File: src/bpc_pkg.sv
// Shared types, register indexes and arithmetic constants for the barometric
// pressure compensation core. No dependencies; every other file imports this package.
package bpc_pkg;

  // Input beat: one raw pressure count (D1) and one raw temperature count (D2).
  typedef struct packed {
    logic [23:0] raw_pressure;
    logic [23:0] raw_temperature;
  } in_t;

  // Result beat: compensated temperature (0.01 C) and pressure (Pa).
  typedef struct packed {
    logic signed [31:0] temperature;
    logic signed [31:0] pressure;
  } out_t;

  // Factory calibration words C1..C6.
  typedef struct packed {
    logic [15:0] sens_coef;
    logic [15:0] off_coef;
    logic [15:0] sens_temp_coef;
    logic [15:0] off_temp_coef;
    logic [15:0] ref_temp;
    logic [15:0] temp_slope;
  } cal_t;

  localparam int unsigned REG_INDEX_W = 3;
  localparam int unsigned REG_DATA_W  = 16;

  localparam logic [REG_INDEX_W-1:0] REG_SENS_COEF      = 3'd0;
  localparam logic [REG_INDEX_W-1:0] REG_OFF_COEF       = 3'd1;
  localparam logic [REG_INDEX_W-1:0] REG_SENS_TEMP_COEF = 3'd2;
  localparam logic [REG_INDEX_W-1:0] REG_OFF_TEMP_COEF  = 3'd3;
  localparam logic [REG_INDEX_W-1:0] REG_REF_TEMP       = 3'd4;
  localparam logic [REG_INDEX_W-1:0] REG_TEMP_SLOPE     = 3'd5;

  // Temperature break points, expressed relative to the 20.00 C base.
  localparam int TEMP_BASE      = 2000;
  localparam int VERY_LOW_DELTA = 3500;   // -15.00 C is 3500 below the base

  // Cycles from an accepted input beat to its result strobe.
  localparam int unsigned LATENCY = 11;

  // Clamp a 33-bit signed value to the signed 32-bit range.
  function automatic logic signed [31:0] sat32(input logic signed [32:0] v);
    logic signed [31:0] r;
    if (v > 33'sd2147483647) begin
      r = 32'sh7fff_ffff;
    end else if (v < -33'sd2147483648) begin
      r = 32'sh8000_0000;
    end else begin
      r = v[31:0];
    end
    return r;
  endfunction

endpackage

File: src/bpc_cal_regs.sv
// Calibration register file: six 16-bit words loaded through the write port.
// Depends on bpc_pkg for cal_t and the register index constants.
module bpc_cal_regs
  import bpc_pkg::*;
(
  input  logic                   clk,
  input  logic                   rst,
  input  logic                   wr_en,
  input  logic [REG_INDEX_W-1:0] wr_index,
  input  logic [REG_DATA_W-1:0]  wr_data,
  output cal_t                   cal
);

  always_ff @(posedge clk) begin
    if (rst) begin
      cal <= '0;
    end else if (wr_en) begin
      unique case (wr_index)
        REG_SENS_COEF:      cal.sens_coef      <= wr_data;
        REG_OFF_COEF:       cal.off_coef       <= wr_data;
        REG_SENS_TEMP_COEF: cal.sens_temp_coef <= wr_data;
        REG_OFF_TEMP_COEF:  cal.off_temp_coef  <= wr_data;
        REG_REF_TEMP:       cal.ref_temp       <= wr_data;
        REG_TEMP_SLOPE:     cal.temp_slope     <= wr_data;
        default: begin
          // Indexes past the last register are ignored.
        end
      endcase
    end
  end

endmodule

File: config.mk
export PLATFORM = sky130hd
export DESIGN_NAME = bpc_cal_regs
export DESIGN_NICKNAME = d
export VERILOG_FILES = /design/src/bpc_pkg.sv /design/src/bpc_cal_regs.sv
export SDC_FILE = /design/constraint.sdc
export NUM_CORES = 1
export LEC_CHECK = 0
export CORE_UTILIZATION = 45
export DETAILED_ROUTE_END_ITERATION = 7
export DONT_BUFFER_PORTS = 1
export HOLD_SLACK_MARGIN = 0.03
export PLACE_DENSITY = 0.71
export SYNTH_ARGS = -nofsm -noshare
export SYNTH_HDL_FRONTEND = slang
export SYNTH_SLANG_ARGS = --single-unit
File: constraint.sdc
create_clock -name clk -period 2.7 [get_ports clk]
set_clock_uncertainty 0.15 [all_clocks]
set_input_delay 0.27 -clock clk [delete_from_list [all_inputs] [get_ports clk]]
set_output_delay 0.27 -clock clk [all_outputs]
set_load 0.005 [all_outputs]
==> results of run 1 <==
[what timing repair did]
| item | CTS | global route |
|---|---|---|
| setup endpoints to repair | 0 | 0 |
| hold buffers | 3 | 0 |
| endpoints found under the hold margin | 96 | 0 |
[stage by stage]
| stage | worst slack [ps] | area [um2] |
|---|---|---|
| after floorplan | 1260 | 3780 |
| after global placement | 1040 | 3830 |
| after detailed placement | 1020 | 3830 |
| after CTS | 778 | 4070 |
| after global routing | 713 | 4070 |
| final | 747 | 4070 |
[power groups by stage]
stage | sequential [mW] | combinational [mW] | clock (mW)
finish | 1.47 | 0.144 | 0.880
global route | 1.48 | 0.155 | 0.965
CTS | 1.47 | 0.146 | 0.894
detailed placement | 1.51 | 0.124 | 0
global placement | 1.51 | 0.122 | 0
floorplan | 1.50 | 0.113 | 0
[layer usage]
metal,global-route usage (%),routed length (um),vias to the layer above
met5,0,0,-
met4,7.18,65,0
met3,6.55,574,6
met2,30.2,3920,62
met1,24.6,3810,1109
li1,-,-,1103
[Yosys cell counts]
master       n
or4b_1       1
nand2b_1   112
nand4b_1     2
buf_6        1
buf_2       10
and4bb_2     1
dfxtp_1     96
mux2i_1     96
nand4bb_1    3
clkbuf_1    13
nor4b_2      1
[worst max-delay path, stage by stage]
cell and delay [ps]:
dlygate4sd3_1 560, nor4b_2 280, dlygate4sd3_1 730, mux2i_1 240
[final cells by class]
type / count / area share (%)
clock inverter: 4 / 0.708
sequential: 96 / 47.3
multi-input combinational: 216 / 43.1
tap: 105 / 3.23
timing repair buffer: 7 / 1.91
clock buffer: 12 / 3.82
[cell families (layout without fill, tap and decap cells)]
kind of cell	Yosys count	in the layout	share of synthesized area, %
buffers and inverters	24	23	2.91
DFF	96	96	50.8
muxes	96	96	25.4
and+or+nand+nor	120	120	20.9
[how the worst min path moves through the flow]
stage	endpoint	from	slack, ps	cells past startpoint
final	cal[15]	wr_data[15]	80	2
after global placement	cal[3]	rst	310	2
after global routing	cal[79]	wr_data[15]	90	2
after detailed placement	cal[67]	rst	320	2
after CTS	cal[15]	wr_data[15]	60	2
after floorplan	cal[67]	cal[67]	310	2
[placed cells by master (no fill, tap or decap)]
cell,n
and4bb_2,1
buf_16,1
buf_4,4
clkbuf_1,1
clkbuf_8,11
clkinv_2,1
clkinv_4,1
clkinvlp_4,2
dfxtp_1,96
dlygate4sd3_1,2
mux2i_1,96
nand2b_1,112
nand4b_1,2
nand4bb_1,3
nor4b_2,1
or4b_1,1
==> flow_summary.json, run 1 <==
{
  "fin_hold_ws_ps": 79.9,
  "cp-start-kind": "primary input",
  "cts-resized-gates": 0,
  "die_height_um": 93.7,
  "p_total_mw": 2.50,
  "place_inst": 421,
  "wirelength_um": 8370,
  "fin_nets": 352,
  "p_clk_share_pct": 35.3,
  "seq_area_frac_synth_pct": 50.8,
  "post_synth_num_cell_types": 11,
  "worst_pin_slew_ps": 694,
  "overflow": 0,
  "port_buffers": 0,
  "hold_viol": 0,
  "num_vias": 2280,
  "period_minus_slack_ps": 1950,
  "switchingPower_uw": 595,
  "h-tree-depth": 3,
  "cts.sinks": 96,
  "die_w_um": 93.7,
  "comb_power_share_pct": 5.8,
  "drc": 0,
  "antenna_found_initial": 0,
  "r2r-end": "cal[88]",
  "clock_path_buffers": 2,
  "synth_area_leaders": "dfxtp_1 (51%), mux2i_1 (25%), nand2b_1 (19%)",
  "swShare_pct": 23.8,
  "min_path_type": "in -> reg",
  "crit_path_end": "cal[80]",
  "cts_tree": "yes",
  "pwr-share-seq_pct": 59.0,
  "finalCritPeriodShare_pct": 72.3,
  "max-cap-violations": 0,
  "post_drt_wl_per_cell_um": 19.0,
  "gp_routability_congestion": 0.751,
  "grt_start_max_net_pins": 97,
  "regMostFlops": "cal",
  "dp_hpwl_um": 5510,
  "postRouteAntennaNets": 0,
  "grt_first_pass_wirelength_um": 12500,
  "power.internal_mw": 1.90,
  "worstSetupStartpoint": "wr_index[1]",
  "ys_warn_count": 0,
  "syn_inst": 336,
  "antenna_cells": 0,
  "leakage_nw": 1.88,
  "rr_worst_depth": 2,
  "synth-seq-cells": 96,
  "rsz0062_at_grt": "false",
  "reg_top3": "cal: 96 flops",
  "arrival_ps": 2080,
  "clock_latency_ps": 360,
  "die_area_um2": 8780,
  "grt_use_total_pct": 19.4,
  "core_area_um2": 8180,
  "cp.required_ps": 2830,
  "fp-row-count": 33,
  "grt_pass1_vias": 2131,
  "numCtsBuffers": 9,
  "synth_area_leader_cell": "dfxtp_1",
  "top_level_ports": 118,
  "ff_latch_area_um2": 1920,
  "instances_no_fill": 440,
  "first_pass_iters": 4,
  "avgSynthCellArea_um2": 11.3,
  "viasPerCell": 5.18,
  "irDropWorstVdd_mv": 0.362,
  "tns_ps": 0,
  "cp_max_fo": 8,
  "syn_to_final_growth_pct": 7.48,
  "root_buffer": "clkbuf_8",
  "setup_violations": 0,
  "timing.fmax_ghz": 0.512,
  "cp-end-kind": "flop",
  "synth_top_area_share_pct": 50.8,
  "cts_setup_buffers": 0,
  "drive_above_1_share_pct": 6.57,
  "synthesis.nets": 358,
  "multi_input_area_um2": 1750,
  "start_util_pct": 46.3,
  "fin_util_pct": 49.7,
  "clkTransAtPathRegs_ps": 90,
  "status": "finished clean",
  "drv_slew": 0,
  "crit_type": "in -> reg",
  "fillers": 779,
  "largest_reg_flops": 96,
  "p_per_area_nw_per_um2": 614,
  "drt_iter0_drc": 58,
  "relSlewSlack_pct": 53.7,
  "r2r-start": "cal[88]",
  "synth_area_um2": 3780,
  "regToRegSetupSlack_ps": 1870
}
(Power assumes the default switching activity.)
==> run 2: changes to the inputs <==
- clock period: 2.7 -> 1.8 ns (I/O delays scaled with it)
==> run 2 against run 1 <==
Register-to-register slack worse by 930 ps. Cell area increased by 2.3%. Routed wire length is 2.6% higher. Non-clock buffer count is 6 higher. Setup slack worse by 420 ps. Via count increased by 1.8%. Critical path type unchanged. Largest cell class unchanged. Largest power group unchanged.
==> flow_summary.json, run 2 (synthesis results as in run 1) <==
{
  "status": "finished clean",
  "top_level_ports": 118,
  "grt_pass1_vias": 2294,
  "r2r-end": "cal[91]",
  "cp_cell_sequence": "dlygate4sd3_1 > nor4b_2 > mux2i_1",
  "hold_end": "cal[38]",
  "worst_pin_slew_ps": 630,
  "leakage_nw": 1.92,
  "fillers": 732,
  "antenna_cells": 0,
  "num_vias": 2321,
  "fp-row-count": 33,
  "root_buffer": "clkbuf_8",
  "grt_first_pass_wirelength_um": 12900,
  "drt_iter0_drc": 66,
  "start_util_pct": 46.3,
  "largest_reg_flops": 96,
  "die_w_um": 93.7,
  "worst_path_largest_cell_delay_ps": 610,
  "multi_input_area_um2": 1750,
  "relSlewSlack_pct": 57.9,
  "die_height_um": 93.7,
  "min_path_cells": 2,
  "numCtsBuffers": 9,
  "first_pass_iters": 4,
  "post_drt_wl_per_cell_um": 19.3,
  "core_area_um2": 8180,
  "min_from": "wr_data[6]",
  "cp-start-kind": "primary input",
  "die_area_um2": 8780,
  "max-cap-violations": 0,
  "worst_path_max_delay_cell": "nor4b_2",
  "r2r-start": "cal[91]",
  "viasPerCell": 5.20,
  "drc": 0,
  "worstSetupStartpoint": "wr_index[1]",
  "dp_hpwl_um": 5520,
  "ff_latch_area_um2": 1920,
  "h-tree-depth": 3,
  "reg_top3": "cal: 96 flops",
  "crit_type": "in -> reg",
  "cp-end-kind": "flop",
  "rsz0062_at_grt": "false",
  "cp.required_ps": 1930,
  "clock_path_buffers": 2,
  "overflow": 0,
  "regMostFlops": "cal",
  "p_per_area_nw_per_um2": 961,
  "regToRegSetupSlack_ps": 940,
  "layout_commonest_cell": "nand2b_1",
  "fin_hold_ws_ps": 39.0,
  "cp_max_fo": 8,
  "drv_slew": 0,
  "wirelength_um": 8590,
  "final_cell_mix": "nand2b_1 (112), mux2i_1 (96), dfxtp_1 (96)",
  "drive_above_1_share_pct": 6.74,
  "fin_nets": 358,
  "syn_to_final_growth_pct": 9.96,
  "grt_start_max_net_pins": 97,
  "hold_viol": 0,
  "tns_ps": 0,
  "gp_routability_congestion": 0.750,
  "cts_tree": "yes",
  "antenna_found_initial": 0,
  "arrival_ps": 1600,
  "setup_violations": 0,
  "cts.sinks": 96,
  "rr_worst_depth": 2,
  "irDropWorstVdd_mv": 0.414,
  "clkTransAtPathRegs_ps": 100,
  "grt_use_total_pct": 19.8,
  "postRouteAntennaNets": 0,
  "timing.fmax_ghz": 0.678,
  "min_path_type": "in -> reg",
  "port_buffers": 0,
  "period_minus_slack_ps": 1480,
  "clock_latency_ps": 350,
  "finalCritPeriodShare_pct": 82.0
}
## run 2: worst max-delay path by stage
stage                     slack [ps]  endpoint  cells after the start
final                            320   cal[82]                      3
after global routing             250   cal[81]                      3
after CTS                        300   cal[82]                      3
after detailed placement         450   cal[91]                      3
after global placement           450   cal[91]                      3
after floorplan                  450   cal[85]                      4
## run 2: cell type report
cell class | instances | share of cell area, %
Timing Repair Buffer | 13 | 3.25
Multi-Input combinational cell | 216 | 42.1
Sequential cell | 96 | 46.2
Clock inverter | 6 | 2.23
Tap cell | 105 | 3.16
Clock buffer | 10 | 3.07
## run 2: per-stage QoR
| stage | power (mW) | instance area, um2 | setup WS, ps | std cells | utilization [%] |
|---|---|---|---|---|---|
| after floorplan | 2.42 | 3780 | 447 | 336 | - |
| after global placement | 2.44 | 3840 | 454 | 422 | 47.0 |
| after detailed placement | 2.45 | 3840 | 449 | 422 | 47.0 |
| after CTS | 4.03 | 4160 | 299 | 446 | 50.9 |
| after global routing | 4.15 | 4160 | 250 | 446 | 50.9 |
| final | 3.99 | 4160 | 325 | 446 | 50.9 |
## run 2: layer usage
metal	GRT usage [%]	vias to the layer above	wire, um
met4	8.33	0	152
met2	31.0	71	4040
li1	-	1113	-
met3	6.15	10	575
met1	25.1	1127	3830
met5	0	-	0
## run 2: critical path, delay by kind of cell
| family | cells | cell delay, ps |
|---|---|---|
| buffers and inverters | 1 | 560 |
| multiplexers | 1 | 250 |
| AND/OR/NAND/NOR | 1 | 610 |
## run 2: what timing repair did
action,in CTS,in global routing
hold buffers,8,0
buffers inserted,0,0
endpoints found under the hold margin,96,0
resized for setup,0,0
## run 2: power breakdown
| part | internal (mW) | switching (mW) | total, mW |
|---|---|---|---|
| registers | 2.17 | 0.0388 | 2.21 |
| clock network | 0.791 | 0.767 | 1.56 |
| logic | 0.111 | 0.118 | 0.229 |
==> run 3: changes to the inputs <==
- PLACE_DENSITY: 0.71 -> 0.73
- clock period: 1.8 -> 1.2 ns (I/O delays scaled with it)
==> run 3 against run 2 <==
The run now ends with hold timing left. Sequential power increased by 50%. Worst hold slack got worse by 230 ps. Global-route usage decreased by 0.73 points. First-iteration DRC count up 95%. Power up 42%. Critical path type is now reg -> out. Highest routed layer unchanged.
==> flow_summary.json, run 3 (synthesis results as in run 1) <==
{
  "cts.sinks": 96,
  "core_area_um2": 8180,
  "drv_slew": 0,
  "viasPerCell": 5.23,
  "clock_path_buffers": 2,
  "instances_no_fill": 440,
  "drt_iter0_drc": 129,
  "cp_max_fo": 2,
  "cp-end-kind": "primary output",
  "num_vias": 2301,
  "place_inst": 424,
  "max-cap-violations": 0,
  "gp_routability_congestion": 0.750,
  "overflow": 0,
  "p_total_mw": 5.68,
  "irDropWorstVdd_mv": 0.619,
  "status": "finished, violations left",
  "grt_start_max_net_pins": 113,
  "clkTransAtPathRegs_ps": 90,
  "fillers": 751,
  "final_cell_mix": "nand2b_1 (112), mux2i_1 (96), dfxtp_1 (96)",
  "layout_commonest_cell": "nand2b_1",
  "drive_above_1_share_pct": 7.16,
  "timing.fmax_ghz": 0.979,
  "drc": 0,
  "setup_violations": 0,
  "violations": "hold timing",
  "root_buffer": "clkbuf_8",
  "finalCritPeriodShare_pct": 85.1,
  "antenna_found_initial": 0,
  "cp.required_ps": 930,
  "largest_reg_flops": 96,
  "grt_use_total_pct": 19.1,
  "fin_hold_ws_ps": -192,
  "fp-row-count": 33,
  "hold_viol": 96,
  "dp_hpwl_um": 5640,
  "wirelength_um": 8290,
  "die_w_um": 93.7,
  "top_level_ports": 118,
  "die_height_um": 93.7,
  "regMostFlops": "cal",
  "clock_latency_ps": 350,
  "rsz0062_at_grt": "false",
  "period_minus_slack_ps": 1020,
  "post_drt_wl_per_cell_um": 18.8,
  "grt_pass1_vias": 2297,
  "tns_ps": 0,
  "numCtsBuffers": 9,
  "die_area_um2": 8780,
  "port_buffers": 0,
  "syn_to_final_growth_pct": 8.10,
  "first_pass_iters": 4,
  "relSlewSlack_pct": 76.3,
  "arrival_ps": 750,
  "reg_top3": "cal: 96 flops",
  "cts_tree": "yes",
  "p_per_area_nw_per_um2": 1390,
  "cp-start-kind": "flop",
  "fin_nets": 352,
  "postRouteAntennaNets": 0,
  "min_path_type": "in -> reg",
  "grt_first_pass_wirelength_um": 12500,
  "fin_util_pct": 50.0,
  "antenna_cells": 0,
  "worst_pin_slew_ps": 355,
  "leakage_nw": 1.89,
  "start_util_pct": 46.3,
  "crit_type": "reg -> out",
  "h-tree-depth": 3
}
## run 3: stage by stage
step / instance area, um2 / worst slack (ps)
after detailed placement: 3890 / -114
after global routing: 4090 / 133
after floorplan: 3780 / -92.7
final: 4090 / 179
after CTS: 4090 / 149
after global placement: 3890 / -104
## run 3: metal layers
| metal | track usage [%] | routed length [um] |
|---|---|---|
| met5 | 0 | 0 |
| met4 | 7.82 | 121 |
| met3 | 5.66 | 530 |
| met2 | 29.1 | 3870 |
| met1 | 25.1 | 3770 |
## run 3: repair_timing
item / in CTS / in global routing
endpoints found under the hold margin: 96 / 96
buffers inserted: 0 / 0
gates resized for setup: 0 / 0
## run 3: final cells by class
class                   count  area [um2]  area share, %
clock buffers              10         128           3.12
flip-flops and latches     96        1920           47.0
repair buffers              7        90.1           2.20
multi-input cells         216        1750           42.8
clock inverters             6        67.6           1.65
well taps                 105         131           3.21
## run 3: path summary, 6_finish.rpt
path              startpoint  endpoint  slack [ps]  depth (start not counted)
setup reg to reg     cal[43]   cal[43]         380                          2
setup / recovery     cal[94]   cal[94]         180                          0
hold / removal           rst    cal[0]        -190                          2
hold reg to reg      cal[68]   cal[68]         340                          2
## run 3: where the power goes
| group | leakage (nW) | internal [mW] | switching (mW) |
|---|---|---|---|
| clock network | 0.0929 | 0.972 | 1.11 |
| logic | 1.03 | 0.149 | 0.136 |
| registers | 0.777 | 3.25 | 0.0586 |
| total | 1.89 | 4.37 | 1.31 |
